===== src/hw/rtl/xtea_pkg.sv =====
// XTEA cipher package: payload structs, pipeline stage types and round constants.
// Used by xtea_cell and xtea_block_cipher_top; depends on nothing else.

package xtea_pkg;

   localparam int unsigned NUM_ROUNDS = 32;
   localparam int unsigned NUM_STAGES = 2 * NUM_ROUNDS;
   localparam int unsigned WORD_W     = 32;
   localparam int unsigned NUM_KEYS   = 4;
   localparam int unsigned CSR_IDX_W  = $clog2(NUM_KEYS);

   localparam logic [WORD_W-1:0] DELTA = 32'h9e37_79b9;

   localparam logic OP_ENCRYPT = 1'b0;
   localparam logic OP_DECRYPT = 1'b1;

   typedef struct packed {
      logic              op;
      logic [WORD_W-1:0] block_word0;
      logic [WORD_W-1:0] block_word1;
   } req_data_type;

   typedef struct packed {
      logic [WORD_W-1:0] result_word0;
      logic [WORD_W-1:0] result_word1;
   } rsp_data_type;

   typedef logic [NUM_KEYS-1:0][WORD_W-1:0] key_array_type;

   // one half-round's worth of data travelling down the chain
   typedef struct packed {
      logic              vld;
      logic              op;
      logic [WORD_W-1:0] y;
      logic [WORD_W-1:0] z;
   } stage_type;

   // fixed per-cell settings, worked out at elaboration
   typedef struct packed {
      logic [WORD_W-1:0] sum_enc;
      logic [WORD_W-1:0] sum_dec;
      logic              odd_half;
   } cell_cfg_type;

   // round sum seen by half-round s; (s+1)/2 rounds of delta have been added
   function automatic logic [WORD_W-1:0] enc_sum(input int unsigned s);
      logic [WORD_W-1:0] n;
      n = WORD_W'((s + 1) >> 1);
      return n * DELTA;
   endfunction

   function automatic logic [WORD_W-1:0] dec_sum(input int unsigned s);
      logic [WORD_W-1:0] n;
      n = WORD_W'(NUM_ROUNDS - ((s + 1) >> 1));
      return n * DELTA;
   endfunction

   function automatic cell_cfg_type cell_cfg(input int unsigned s);
      cell_cfg_type c;
      c.sum_enc  = enc_sum(s);
      c.sum_dec  = dec_sum(s);
      c.odd_half = s[0];
      return c;
   endfunction

endpackage


===== src/hw/rtl/xtea_cell.sv =====
// One XTEA half-round cell of the pipeline chain, registered at its output.
// Depends on xtea_pkg.

module xtea_cell (
   input  logic                   clock,
   input  logic                   reset,
   input  logic                   en,
   input  xtea_pkg::cell_cfg_type cfg,
   input  xtea_pkg::key_array_type key,
   input  xtea_pkg::stage_type    stg_in,
   output xtea_pkg::stage_type    stg_out
);

   xtea_pkg::stage_type          stg_ff;
   xtea_pkg::stage_type          stg_in_d;
   logic                         dec;
   logic                         upd_y;
   logic [xtea_pkg::WORD_W-1:0]  src;
   logic [xtea_pkg::WORD_W-1:0]  tgt;
   logic [xtea_pkg::WORD_W-1:0]  sum;
   logic [xtea_pkg::WORD_W-1:0]  mix;
   logic [xtea_pkg::WORD_W-1:0]  f;
   logic [xtea_pkg::WORD_W-1:0]  res;
   logic [xtea_pkg::CSR_IDX_W-1:0] kidx;

   always_comb begin
      dec   = (stg_in.op == xtea_pkg::OP_DECRYPT);
      // encrypt updates y first, decrypt updates z first
      upd_y = dec ? cfg.odd_half : !cfg.odd_half;
      src   = upd_y ? stg_in.z : stg_in.y;
      tgt   = upd_y ? stg_in.y : stg_in.z;
      sum   = dec ? cfg.sum_dec : cfg.sum_enc;
      kidx  = upd_y ? sum[1:0] : sum[12:11];
      mix   = ((src << 4) ^ (src >> 5)) + src;
      f     = mix ^ (sum + key[kidx]);
      res   = dec ? (tgt - f) : (tgt + f);

      stg_in_d     = stg_in;
      if (upd_y) begin
         stg_in_d.y = res;
      end else begin
         stg_in_d.z = res;
      end
   end

   always_ff @(posedge clock) begin
      if (reset) begin
         stg_ff.vld <= 1'b0;
      end else if (en) begin
         stg_ff.vld <= stg_in.vld;
      end
      if (en) begin
         stg_ff.op <= stg_in_d.op;
         stg_ff.y  <= stg_in_d.y;
         stg_ff.z  <= stg_in_d.z;
      end
   end

   assign stg_out = stg_ff;

endmodule

===== config.mk =====
export PLATFORM = sky130hd
export DESIGN_NAME = xtea_cell
export DESIGN_NICKNAME = d
export VERILOG_FILES = /design/src/hw/rtl/xtea_pkg.sv /design/src/hw/rtl/xtea_cell.sv
export SDC_FILE = /design/constraint.sdc
export NUM_CORES = 1
export LEC_CHECK = 0
export BUFFER_PORTS_ARGS = -buffer_cell sky130_fd_sc_hd__clkbuf_2
export CORE_ASPECT_RATIO = 0.8
export CORE_MARGIN = 4
export CORE_UTILIZATION = 40
export DETAILED_ROUTE_END_ITERATION = 10
export PLACE_DENSITY = 0.68
export SYNTH_ARGS = -nofsm -noshare
export SYNTH_HDL_FRONTEND = slang
export SYNTH_SLANG_ARGS = --single-unit

===== constraint.sdc =====
create_clock -name clock -period 7.2 [get_ports clock]
set_input_delay 0.72 -clock clock [delete_from_list [all_inputs] [get_ports clock]]
set_output_delay 0.72 -clock clock [all_outputs]
set_load 0.02 [all_outputs]

==> impl_metrics.ini, run 1 <==
[run_status]
outcome = complete, no violations

[timing]
finalCriticalPeriod_ns = 6.913
setup_viol = 0
fmax_ghz = 0.1447
hold_viol_final = 0
finalMaxSlewViolations = 0
skew_ns = 0
relSlewSlack = 0.4118
fin_crit_sh = 0.9602
hold_ws_ns = 0.4967
tightest_slew_ns = 0.8824
setup_slack_ns = 0.2868

[final_layout]
nNetsFinal = 2120
antenna_cells = 0
area_growth_pct = 40.06
num-fill-cells = 2323
largest_reg_flops = 66
drive_gt1_frac = 0.3968

[placement]
hpwlAfterDp_mm = 29.09
port_buffers = 327
gp_congestion = 0.9145
dp_slack_ns = -0.4170

[detailed_routing]
drt-initial-drc-count = 576
vias = 11140
wl_per_cell_um = 16.02
drc_errors = 0
via_per_inst = 5.269
firstDrtPassIters = 5
antenna_left = 0
wl_mm = 33.88

[power_and_ir_drop]
static-leakage-power_nw = 6.994
combPwrFrac = 0.820
p_seq_frac = 0.116
ir_drop_uv = 247.0
power_frac_clock = 0.064
p_sw_frac = 0.4603
p_sw_w = 0.003143
p_per_area_nw_per_um2 = 469.7
internal_power_w = 0.003684

[critical_path]
crit_type = input port to flip-flop
start_kind = input port
crit_path_max_fanout = 5
cp-end-kind = flip-flop
critPathRequiredTime_ns = 7.27
crit_arrival_ns = 6.98
crit_start = stg_in[64]
r2r-start = stg_out[65]$_SDFFE_PP0P_

[global_route]
grt_use_total = 0.2264
grt_max_degree = 67
antenna_found_initial = 0
grt.overflow.total = 0
grt_pass1_wl_mm = 54.45
grt_pass1_vias = 11380

[synth]
synthTopCellsByArea = edfxtp_1 (19%), ha_1 (12%), xnor2_1 (9.7%), nand2_1 (8.2%), mux4_2 (7.2%)
synth_cells = 1240
synth.distinct_cells = 84
async_flop_share = 0
synth_top_area_cell = edfxtp_1
synth-edff-count = 65
syn_nets = 1601
ys_seq_elements = 66
synth_common_cells = nand2_1 (227), xnor2_1 (115), a21oi_1 (101), o21ai_0 (99), ha_1 (96)
yosys_warnings = 0
synth_top_area_frac = 0.1881
ys_seq_area_frac = 0.1900
avgSynthCellArea_sq_um = 8.370
synth_area_sq_um = 10380
yosysMostFrequentCell = nand2_1
synth_flop_cell = edfxtp_1

[floorplan]
die-area_sq_um = 28600
die_x_um = 188.1
core.rowCount = 52
dieHeight_um = 152.1
io_pins = 328
core-area_sq_um = 25440
start_util = 0.4080

[clock_tree]
clk_latency_ns = 0.32
cts_root_buffer = clkbuf_16
cts_tree = done
clk_pin_slew_ns = 0.06
cts_hold_buf = 0
clkSinkCount = 66
cts_buffers = 9
cts.path.max_buffers = 2
cts.htree.levels = 3

[worst_hold_path]
hp-class = flip-flop to flip-flop
hp-start = stg_out[65]$_SDFFE_PP0P_

[run]
maxCapViolCount = 0
-- stage by stage --
stage                     instances  cell area [sq um]  total power (W)  utilization  setup TNS, ns
after detailed placement       2097              14020         0.006218       0.5512         -1.969
final                          2115              14540         0.006827       0.5714              0
after global routing           2115              14540         0.007400       0.5714       -0.04931
after floorplan                1240              10390         0.004242            -              0
after global placement         2097              14020         0.006132       0.5512        -0.6364
after CTS                      2114              14330         0.006695       0.5633              0
-- worst max-delay path: stages --
cell      delay, ns
buf_4          0.16
mux4_2         0.58
buf_12         0.16
mux4_2         0.42
ha_1           0.35
and2_4         0.18
a311oi_2       0.24
nand2_1        0.13
xnor3_1        0.40
nor3_2         0.23
and3_4         0.23
and3_1         0.18
and2_4         0.17
a21oi_2        0.06
xor2_1         0.17
ha_1           0.29
a21o_1         0.16
a21o_1         0.19
a21oi_2        0.16
a21boi_1       0.10
a31o_2         0.25
a32o_1         0.29
or2_2          0.32
a311oi_4       0.31
xnor2_2        0.17
xor2_1         0.25
a21boi_1       0.10
-- layout make-up --
type,instances,area (sq um),share of cell area
Multi-Input combinational cell,1093,8300,0.5710
Clock buffer,12,236.5,0.01627
Clock inverter,4,52.55,0.003615
Timing Repair Buffer,553,3401,0.2339
Tap cell,351,439.2,0.03021
Sequential cell,66,1972,0.1357
Inverter,36,135.1,0.009296
-- path summary, 6_finish.rpt --
path	end	slack, ns	depth (start not counted)
worst max register to register	stg_out[65]$_SDFFE_PP0P_	6.62	2
worst min-delay path	stg_out[65]$_SDFFE_PP0P_	0.50	2
worst max-delay path	stg_out[63]$_DFFE_PP_	0.29	27
worst min register to register	stg_out[65]$_SDFFE_PP0P_	0.50	2
-- cells by family (layout without fill, tap and decap cells) --
group                      Yosys count  after routing  share of synthesized area
and+or+nand+nor                    409            409                     0.1800
AOI/OAI and AO/OA                  343            343                     0.2124
xor gates and xnor gates           169            169                     0.1520
adders and majority gates           99             99                     0.1215
buffers and inverters               81            605                    0.03002
muxes                               73             73                     0.1140
DFF                                 66             66                     0.1900
-- layout by cell type, fill, tap and decap left out, types with 6 or more instances in the layout --
master	count
xnor2_1	109
nand2b_1	7
o21a_1	16
nand4_1	11
nor2_1	69
a21oi_2	10
mux2i_1	8
and3_1	9
a21o_1	28
nand3_1	20
a211oi_1	8
xnor3_1	6
o21ai_1	7
nor2b_1	9
xor2_1	45
a31oi_1	8
inv_1	35
edfxtp_1	65
and2_1	15
nand2_1	227
mux4_2	33
ha_1	92
clkbuf_2	326
xnor2_2	7
o21ai_0	97
buf_4	220
clkbuf_16	9
o21bai_1	11
a21oi_1	94
o211ai_1	6
mux2_2	32
-- power groups by stage --
stage / Clock, W / Combinational, W / Sequential, W
2_1_floorplan: 0 / 0.00320 / 0.00104
3_5_place_dp: 0 / 0.00541 / 0.000804
6_report: 0.000434 / 0.00560 / 0.000794
5_1_grt: 0.000459 / 0.00613 / 0.000815
4_1_cts: 0.000444 / 0.00545 / 0.000799
3_3_place_gp: 0 / 0.00533 / 0.000804
-- layer usage --
| metal | global-route usage | up-vias | routed length, um |
|---|---|---|---|
| met2 | 0.4113 | 352 | 16860 |
| li1 | - | 5566 | - |
| met4 | 0.04018 | 0 | 503 |
| met1 | 0.2842 | 5192 | 14350 |
| met5 | 0 | - | 0 |
| met3 | 0.04014 | 34 | 2156 |
-- timing repair --
item	4_1_cts	5_1_grt
endpoints found under the setup margin	2	14
gates resized for setup	2	40
pin swaps	0	14
hold endpoints to repair	0	0
buffers inserted	1	1
Power figures use the tool's default switching activity.
==> run 2, diff against run 1 <==
--- a/config.mk
+++ b/config.mk
@@ -8,9 +8,9 @@
 export BUFFER_PORTS_ARGS = -buffer_cell sky130_fd_sc_hd__clkbuf_2
 export CORE_ASPECT_RATIO = 0.8
 export CORE_MARGIN = 4
-export CORE_UTILIZATION = 40
+export CORE_UTILIZATION = 39
 export DETAILED_ROUTE_END_ITERATION = 10
-export PLACE_DENSITY = 0.68
+export PLACE_DENSITY = 0.66
 export SYNTH_ARGS = -nofsm -noshare
 export SYNTH_HDL_FRONTEND = slang
 export SYNTH_SLANG_ARGS = --single-unit
==> run 2 against run 1 <==
Against the previous run: sequential power about the same; worst hold slack about the same; register-to-register slack about the same; cell count increased by 0.99%; design area increased by 0.63%; combinational power about the same; power increased by 0.84%.
==> impl_metrics.ini, run 2 (synthesis gave the netlist of run 1 again) <==
[timing]
setup_slack_ns = 0.2954
setup_viol = 0
tightest_slew_ns = 0.8750
skew_ns = 0
finalMaxSlewViolations = 0
fmax_ghz = 0.1448
finalCriticalPeriod_ns = 6.905
fin_crit_sh = 0.9590
hold_viol_final = 0
relSlewSlack = 0.4167
hold_ws_ns = 0.4964

[placement]
hpwlAfterDp_mm = 29.15
dp_slack_ns = -0.4136
gp_congestion = 0.9273
port_buffers = 327

[final_layout]
drive_gt1_frac = 0.3974
mostFrequentLayoutCell = clkbuf_2
area_growth_pct = 40.94
largest_reg_flops = 66
antenna_cells = 0
num-fill-cells = 2508
final_cell_mix = clkbuf_2 (326), buf_4 (235), nand2_1 (227), xnor2_1 (111), o21ai_0 (96)
nNetsFinal = 2135

[critical_path]
start_kind = input port
crit_type = input port to flip-flop
cp_top_family = compound AO/OA/AOI/OAI gates
cp-end-kind = flip-flop
critPathRequiredTime_ns = 7.28
critPathMaxStageDelay_ns = 0.53
crit_arrival_ns = 6.98
cpMaxStageDelayCell = mux4_2
crit_path_max_fanout = 5
timing.critical_path.buf_inv = 2

[detailed_routing]
drc_errors = 0
wl_per_cell_um = 15.91
via_per_inst = 5.257
firstDrtPassIters = 5
vias = 11230
drt-initial-drc-count = 552
wl_mm = 33.99
antenna_left = 0

[power_and_ir_drop]
power_frac_clock = 0.068
static-leakage-power_nw = 7.063
ir_drop_uv = 247.1
p_seq_frac = 0.115
p_sw_frac = 0.4547
p_per_area_nw_per_um2 = 470.7
internal_power_w = 0.003755
combPwrFrac = 0.816
p_sw_w = 0.003130
finalPower_w = 0.006885

[clock_tree]
cts.htree.levels = 3
cts_tree = done
clkSinkCount = 66
clk_latency_ns = 0.33
cts_root_buffer = clkbuf_16
clk_pin_slew_ns = 0.05
cts_hold_buf = 0
cts.path.max_buffers = 2
cts_buffers = 9

[worst_hold_path]
hp-class = flip-flop to flip-flop

[floorplan]
core.rowCount = 53
io_pins = 328
die_x_um = 190.4
core-area_sq_um = 26260
die-area_sq_um = 29300
dieHeight_um = 153.9
start_util = 0.3952

[global_route]
antenna_found_initial = 1
grt_pass1_wl_mm = 53.27
grt_use_total = 0.2197
grt_max_degree = 67
grt.overflow.total = 0
grt_pass1_vias = 11140

[run_status]
outcome = complete, no violations

[run]
maxCapViolCount = 0
## run 2: metrics by stage
| stage | std cells | util | setup TNS, ns | instance area [sq um] |
|---|---|---|---|---|
| detailed placement | 2118 | 0.5391 | -1.908 | 14160 |
| global route | 2136 | 0.5570 | -0.008509 | 14630 |
| global placement | 2118 | 0.5391 | -0.4224 | 14160 |
| CTS | 2134 | 0.5513 | 0 | 14480 |
| finish | 2136 | 0.5570 | 0 | 14630 |
| floorplan | 1240 | - | 0 | 10390 |
## run 2: repair_timing
action                     CTS  global route
setup endpoints to repair    2            19
gates resized for setup      1            33
setup buffers                0             2
pin swaps                    0            17
## run 2: power by group through the flow
stage / clock, W / sequential [W] / combinational (W)
global route: 0.000501 / 0.000812 / 0.00616
global placement: 0 / 0.000803 / 0.00542
finish: 0.000471 / 0.000793 / 0.00562
detailed placement: 0 / 0.000800 / 0.00549
CTS: 0.000479 / 0.000797 / 0.00553
floorplan: 0 / 0.00104 / 0.00320
## run 2: cell type report
type / instances / area [sq um] / share of cell area
Timing Repair Buffer: 568 / 3510 / 0.2399
Tap cell: 357 / 446.7 / 0.03054
Multi-Input combinational cell: 1093 / 8249 / 0.5639
Clock inverter: 3 / 65.06 / 0.004448
Inverter: 36 / 135.1 / 0.009238
Sequential cell: 66 / 1972 / 0.1348
Clock buffer: 13 / 250.2 / 0.01711
## run 2: per-layer routing
metal | GRT usage | wire length [um] | vias to the layer above
met5 | 0 | 11 | -
met4 | 0.04274 | 592 | 2
met3 | 0.03631 | 2033 | 47
met2 | 0.3921 | 16760 | 342
met1 | 0.2818 | 14600 | 5249
li1 | - | - | 5590
## run 2: worst paths after layout
kind	startpoint	endpoint	slack (ns)	cells past startpoint
max reg2reg	stg_out[65]$_SDFFE_PP0P_	stg_out[65]$_SDFFE_PP0P_	6.62	2
min	stg_out[65]$_SDFFE_PP0P_	stg_out[65]$_SDFFE_PP0P_	0.50	2
min reg2reg	stg_out[65]$_SDFFE_PP0P_	stg_out[65]$_SDFFE_PP0P_	0.50	2
max	stg_in[64]	stg_out[31]$_DFFE_PP_	0.30	27
## run 2: worst register-to-register path, cell delays in order, from the launching register on
cell and delay, ns:
dfxtp_1 0.30, mux2i_1 0.12, nor2_1 0.05
==> run 3, diff against run 2 <==
--- a/config.mk
+++ b/config.mk
@@ -11,6 +11,7 @@
 export CORE_UTILIZATION = 39
 export DETAILED_ROUTE_END_ITERATION = 10
 export PLACE_DENSITY = 0.66
+export SETUP_SLACK_MARGIN = 0.5
 export SYNTH_ARGS = -nofsm -noshare
 export SYNTH_HDL_FRONTEND = slang
 export SYNTH_SLANG_ARGS = --single-unit
==> run 3 against run 2 <==
Against the previous run: fmax increased by 2.3%; critical path depth unchanged; power increased by 0.99%; sequential cell count unchanged; largest power group unchanged; non-clock buffer count decreased by 97.
==> impl_metrics.ini, run 3 (synthesis gave the netlist of run 1 again) <==
[placement]
hpwlAfterDp_mm = 31.05
port_buffers = 327
dp_slack_ns = -0.04640
gp_congestion = 0.9511

[power_and_ir_drop]
p_per_area_nw_per_um2 = 481.1
static-leakage-power_nw = 6.744
ir_drop_uv = 217.5

[detailed_routing]
drt-initial-drc-count = 747
vias = 11040
firstDrtPassIters = 5
wl_per_cell_um = 18.25
wl_mm = 37.25
via_per_inst = 5.408
antenna_left = 0
drc_errors = 0

[final_layout]
area_growth_pct = 39.26
nNetsFinal = 2038
multiInputGateArea_sq_um = 8706
largest_reg_flops = 66
num-fill-cells = 2450
mostFrequentLayoutCell = clkbuf_2
drive_gt1_frac = 0.4037
final_cell_mix = clkbuf_2 (326), nand2_1 (226), buf_4 (128), xnor2_1 (98), o21ai_0 (89)
seqCellArea_sq_um = 1972

[worst_hold_path]
hp-class = flip-flop to flip-flop
hp-start = stg_out[65]$_SDFFE_PP0P_

[clock_tree]
cts_root_buffer = clkbuf_16
clkSinkCount = 66
clk_latency_ns = 0.33
cts_hold_buf = 0
clk_pin_slew_ns = 0.06
cts_tree = done
cts_buffers = 9
cts.htree.levels = 3
cts.path.max_buffers = 2

[timing]
finalCriticalPeriod_ns = 6.748
fmax_ghz = 0.1482
fin_crit_sh = 0.9372
finalMaxSlewViolations = 0
hold_viol_final = 0
rsz0062_at_grt = yes
tightest_slew_ns = 0.8823
setup_slack_ns = 0.4519
skew_ns = 0
setup_viol = 0
relSlewSlack = 0.4118
setup_tns_ns = 0

[global_route]
grt_use_total = 0.2332
met3_usage = 0.03064
grt.overflow.total = 0
busiest_layer = met1
grt_pass1_wl_mm = 54.58
grt_pass1_vias = 10290
antenna_found_initial = 2
use_met1 = 0.3541
grtUsageMet2 = 0.3496
grt_max_degree = 67

[floorplan]
start_util = 0.3952
io_pins = 328
die-area_sq_um = 29300
dieHeight_um = 153.9
core-area_sq_um = 26260
core.rowCount = 53
die_x_um = 190.4

[critical_path]
start_kind = input port
crit_arrival_ns = 6.84
r2r-start = stg_out[65]$_SDFFE_PP0P_
crit_start = stg_in[64]
crit_path_max_fanout = 6
crit_type = input port to flip-flop
cp-end-kind = flip-flop
critPathRequiredTime_ns = 7.29

[run_status]
outcome = complete, no violations

[run]
maxCapViolCount = 0
-- run 3: changes by cell type in the layout (fill, tap and decap cells not counted), moves of 5 or more --
cell / change
buf_4: -107
xnor2_1: -13
xnor2_2: +12
a21oi_1: -10
ha_1: -10
a21oi_2: +9
ha_4: +8
o21ai_0: -7
nor2_1: -5
nor2_2: +5
o21ai_1: +5
-- run 3: final timing paths --
path | end | slack [ns] | cells past startpoint
hold / removal | stg_out[65]$_SDFFE_PP0P_ | 0.50 | 2
setup reg to reg | stg_out[65]$_SDFFE_PP0P_ | 6.62 | 2
setup / recovery | stg_out[31]$_DFFE_PP_ | 0.45 | 27
hold reg to reg | stg_out[65]$_SDFFE_PP0P_ | 0.50 | 2
-- run 3: area by class of cell --
cell class,instances,area share
repair buffers,471,0.2018
multi-input cells,1093,0.6023
diodes,2,0.0003463
flip-flops and latches,66,0.1364
clock inverters,5,0.002078
clock buffers,11,0.01679
well taps,357,0.03090
inverters,36,0.009349
-- run 3: report_power, final --
group,switching [W],total [W],internal [W]
Combinational,0.00312,0.00575,0.00264
Clock,0.000168,0.000409,0.000240
Sequential,0.0000532,0.000790,0.000736
-- run 3: critical path: stages --
cell and delay (ns):
buf_12 0.09, mux4_2 0.59, buf_4 0.19, mux4_2 0.47
ha_4 0.30, and2_4 0.19, a311oi_2 0.23, a21o_1 0.18
and3_2 0.24, a21oi_2 0.07, xnor3_1 0.41, and3_1 0.18
and2_1 0.17, buf_4 0.14, a21oi_2 0.12, xor2_1 0.21
ha_1 0.29, a21o_1 0.19, a21oi_2 0.15, a21boi_2 0.08
a31o_2 0.23, a32o_2 0.25, or2_4 0.27, a311oi_4 0.36
xnor2_2 0.18, xor2_1 0.24, a211oi_2 0.10
-- run 3: metrics by stage --
stage | cells | hold WS, ns | util | area, sq um | power (W)
floorplan | 1240 | 0.5788 | - | 10550 | 0.004303
global placement | 1982 | 0.4807 | 0.5042 | 13240 | 0.005856
detailed placement | 1982 | 0.4949 | 0.5042 | 13240 | 0.005928
CTS | 2011 | 0.5081 | 0.5264 | 13820 | 0.006471
global route | 2041 | 0.5372 | 0.5504 | 14450 | 0.007477
finish | 2041 | 0.4975 | 0.5504 | 14450 | 0.006953
-- run 3: repair_timing --
action / in CTS / in global routing
pin swaps: 30 / 68
endpoints found under the setup margin: 8 / 16
cloned: 1 / 3
gates resized for setup: 33 / 76
buffers inserted: 12 / 25
-- run 3: layer usage --
| layer | wire length, um | part of all wire |
|---|---|---|
| met1 | 17560 | 0.47 |
| met2 | 15840 | 0.43 |
| met3 | 3051 | 0.082 |
| met4 | 797 | 0.021 |
| met5 | 0 | 0 |
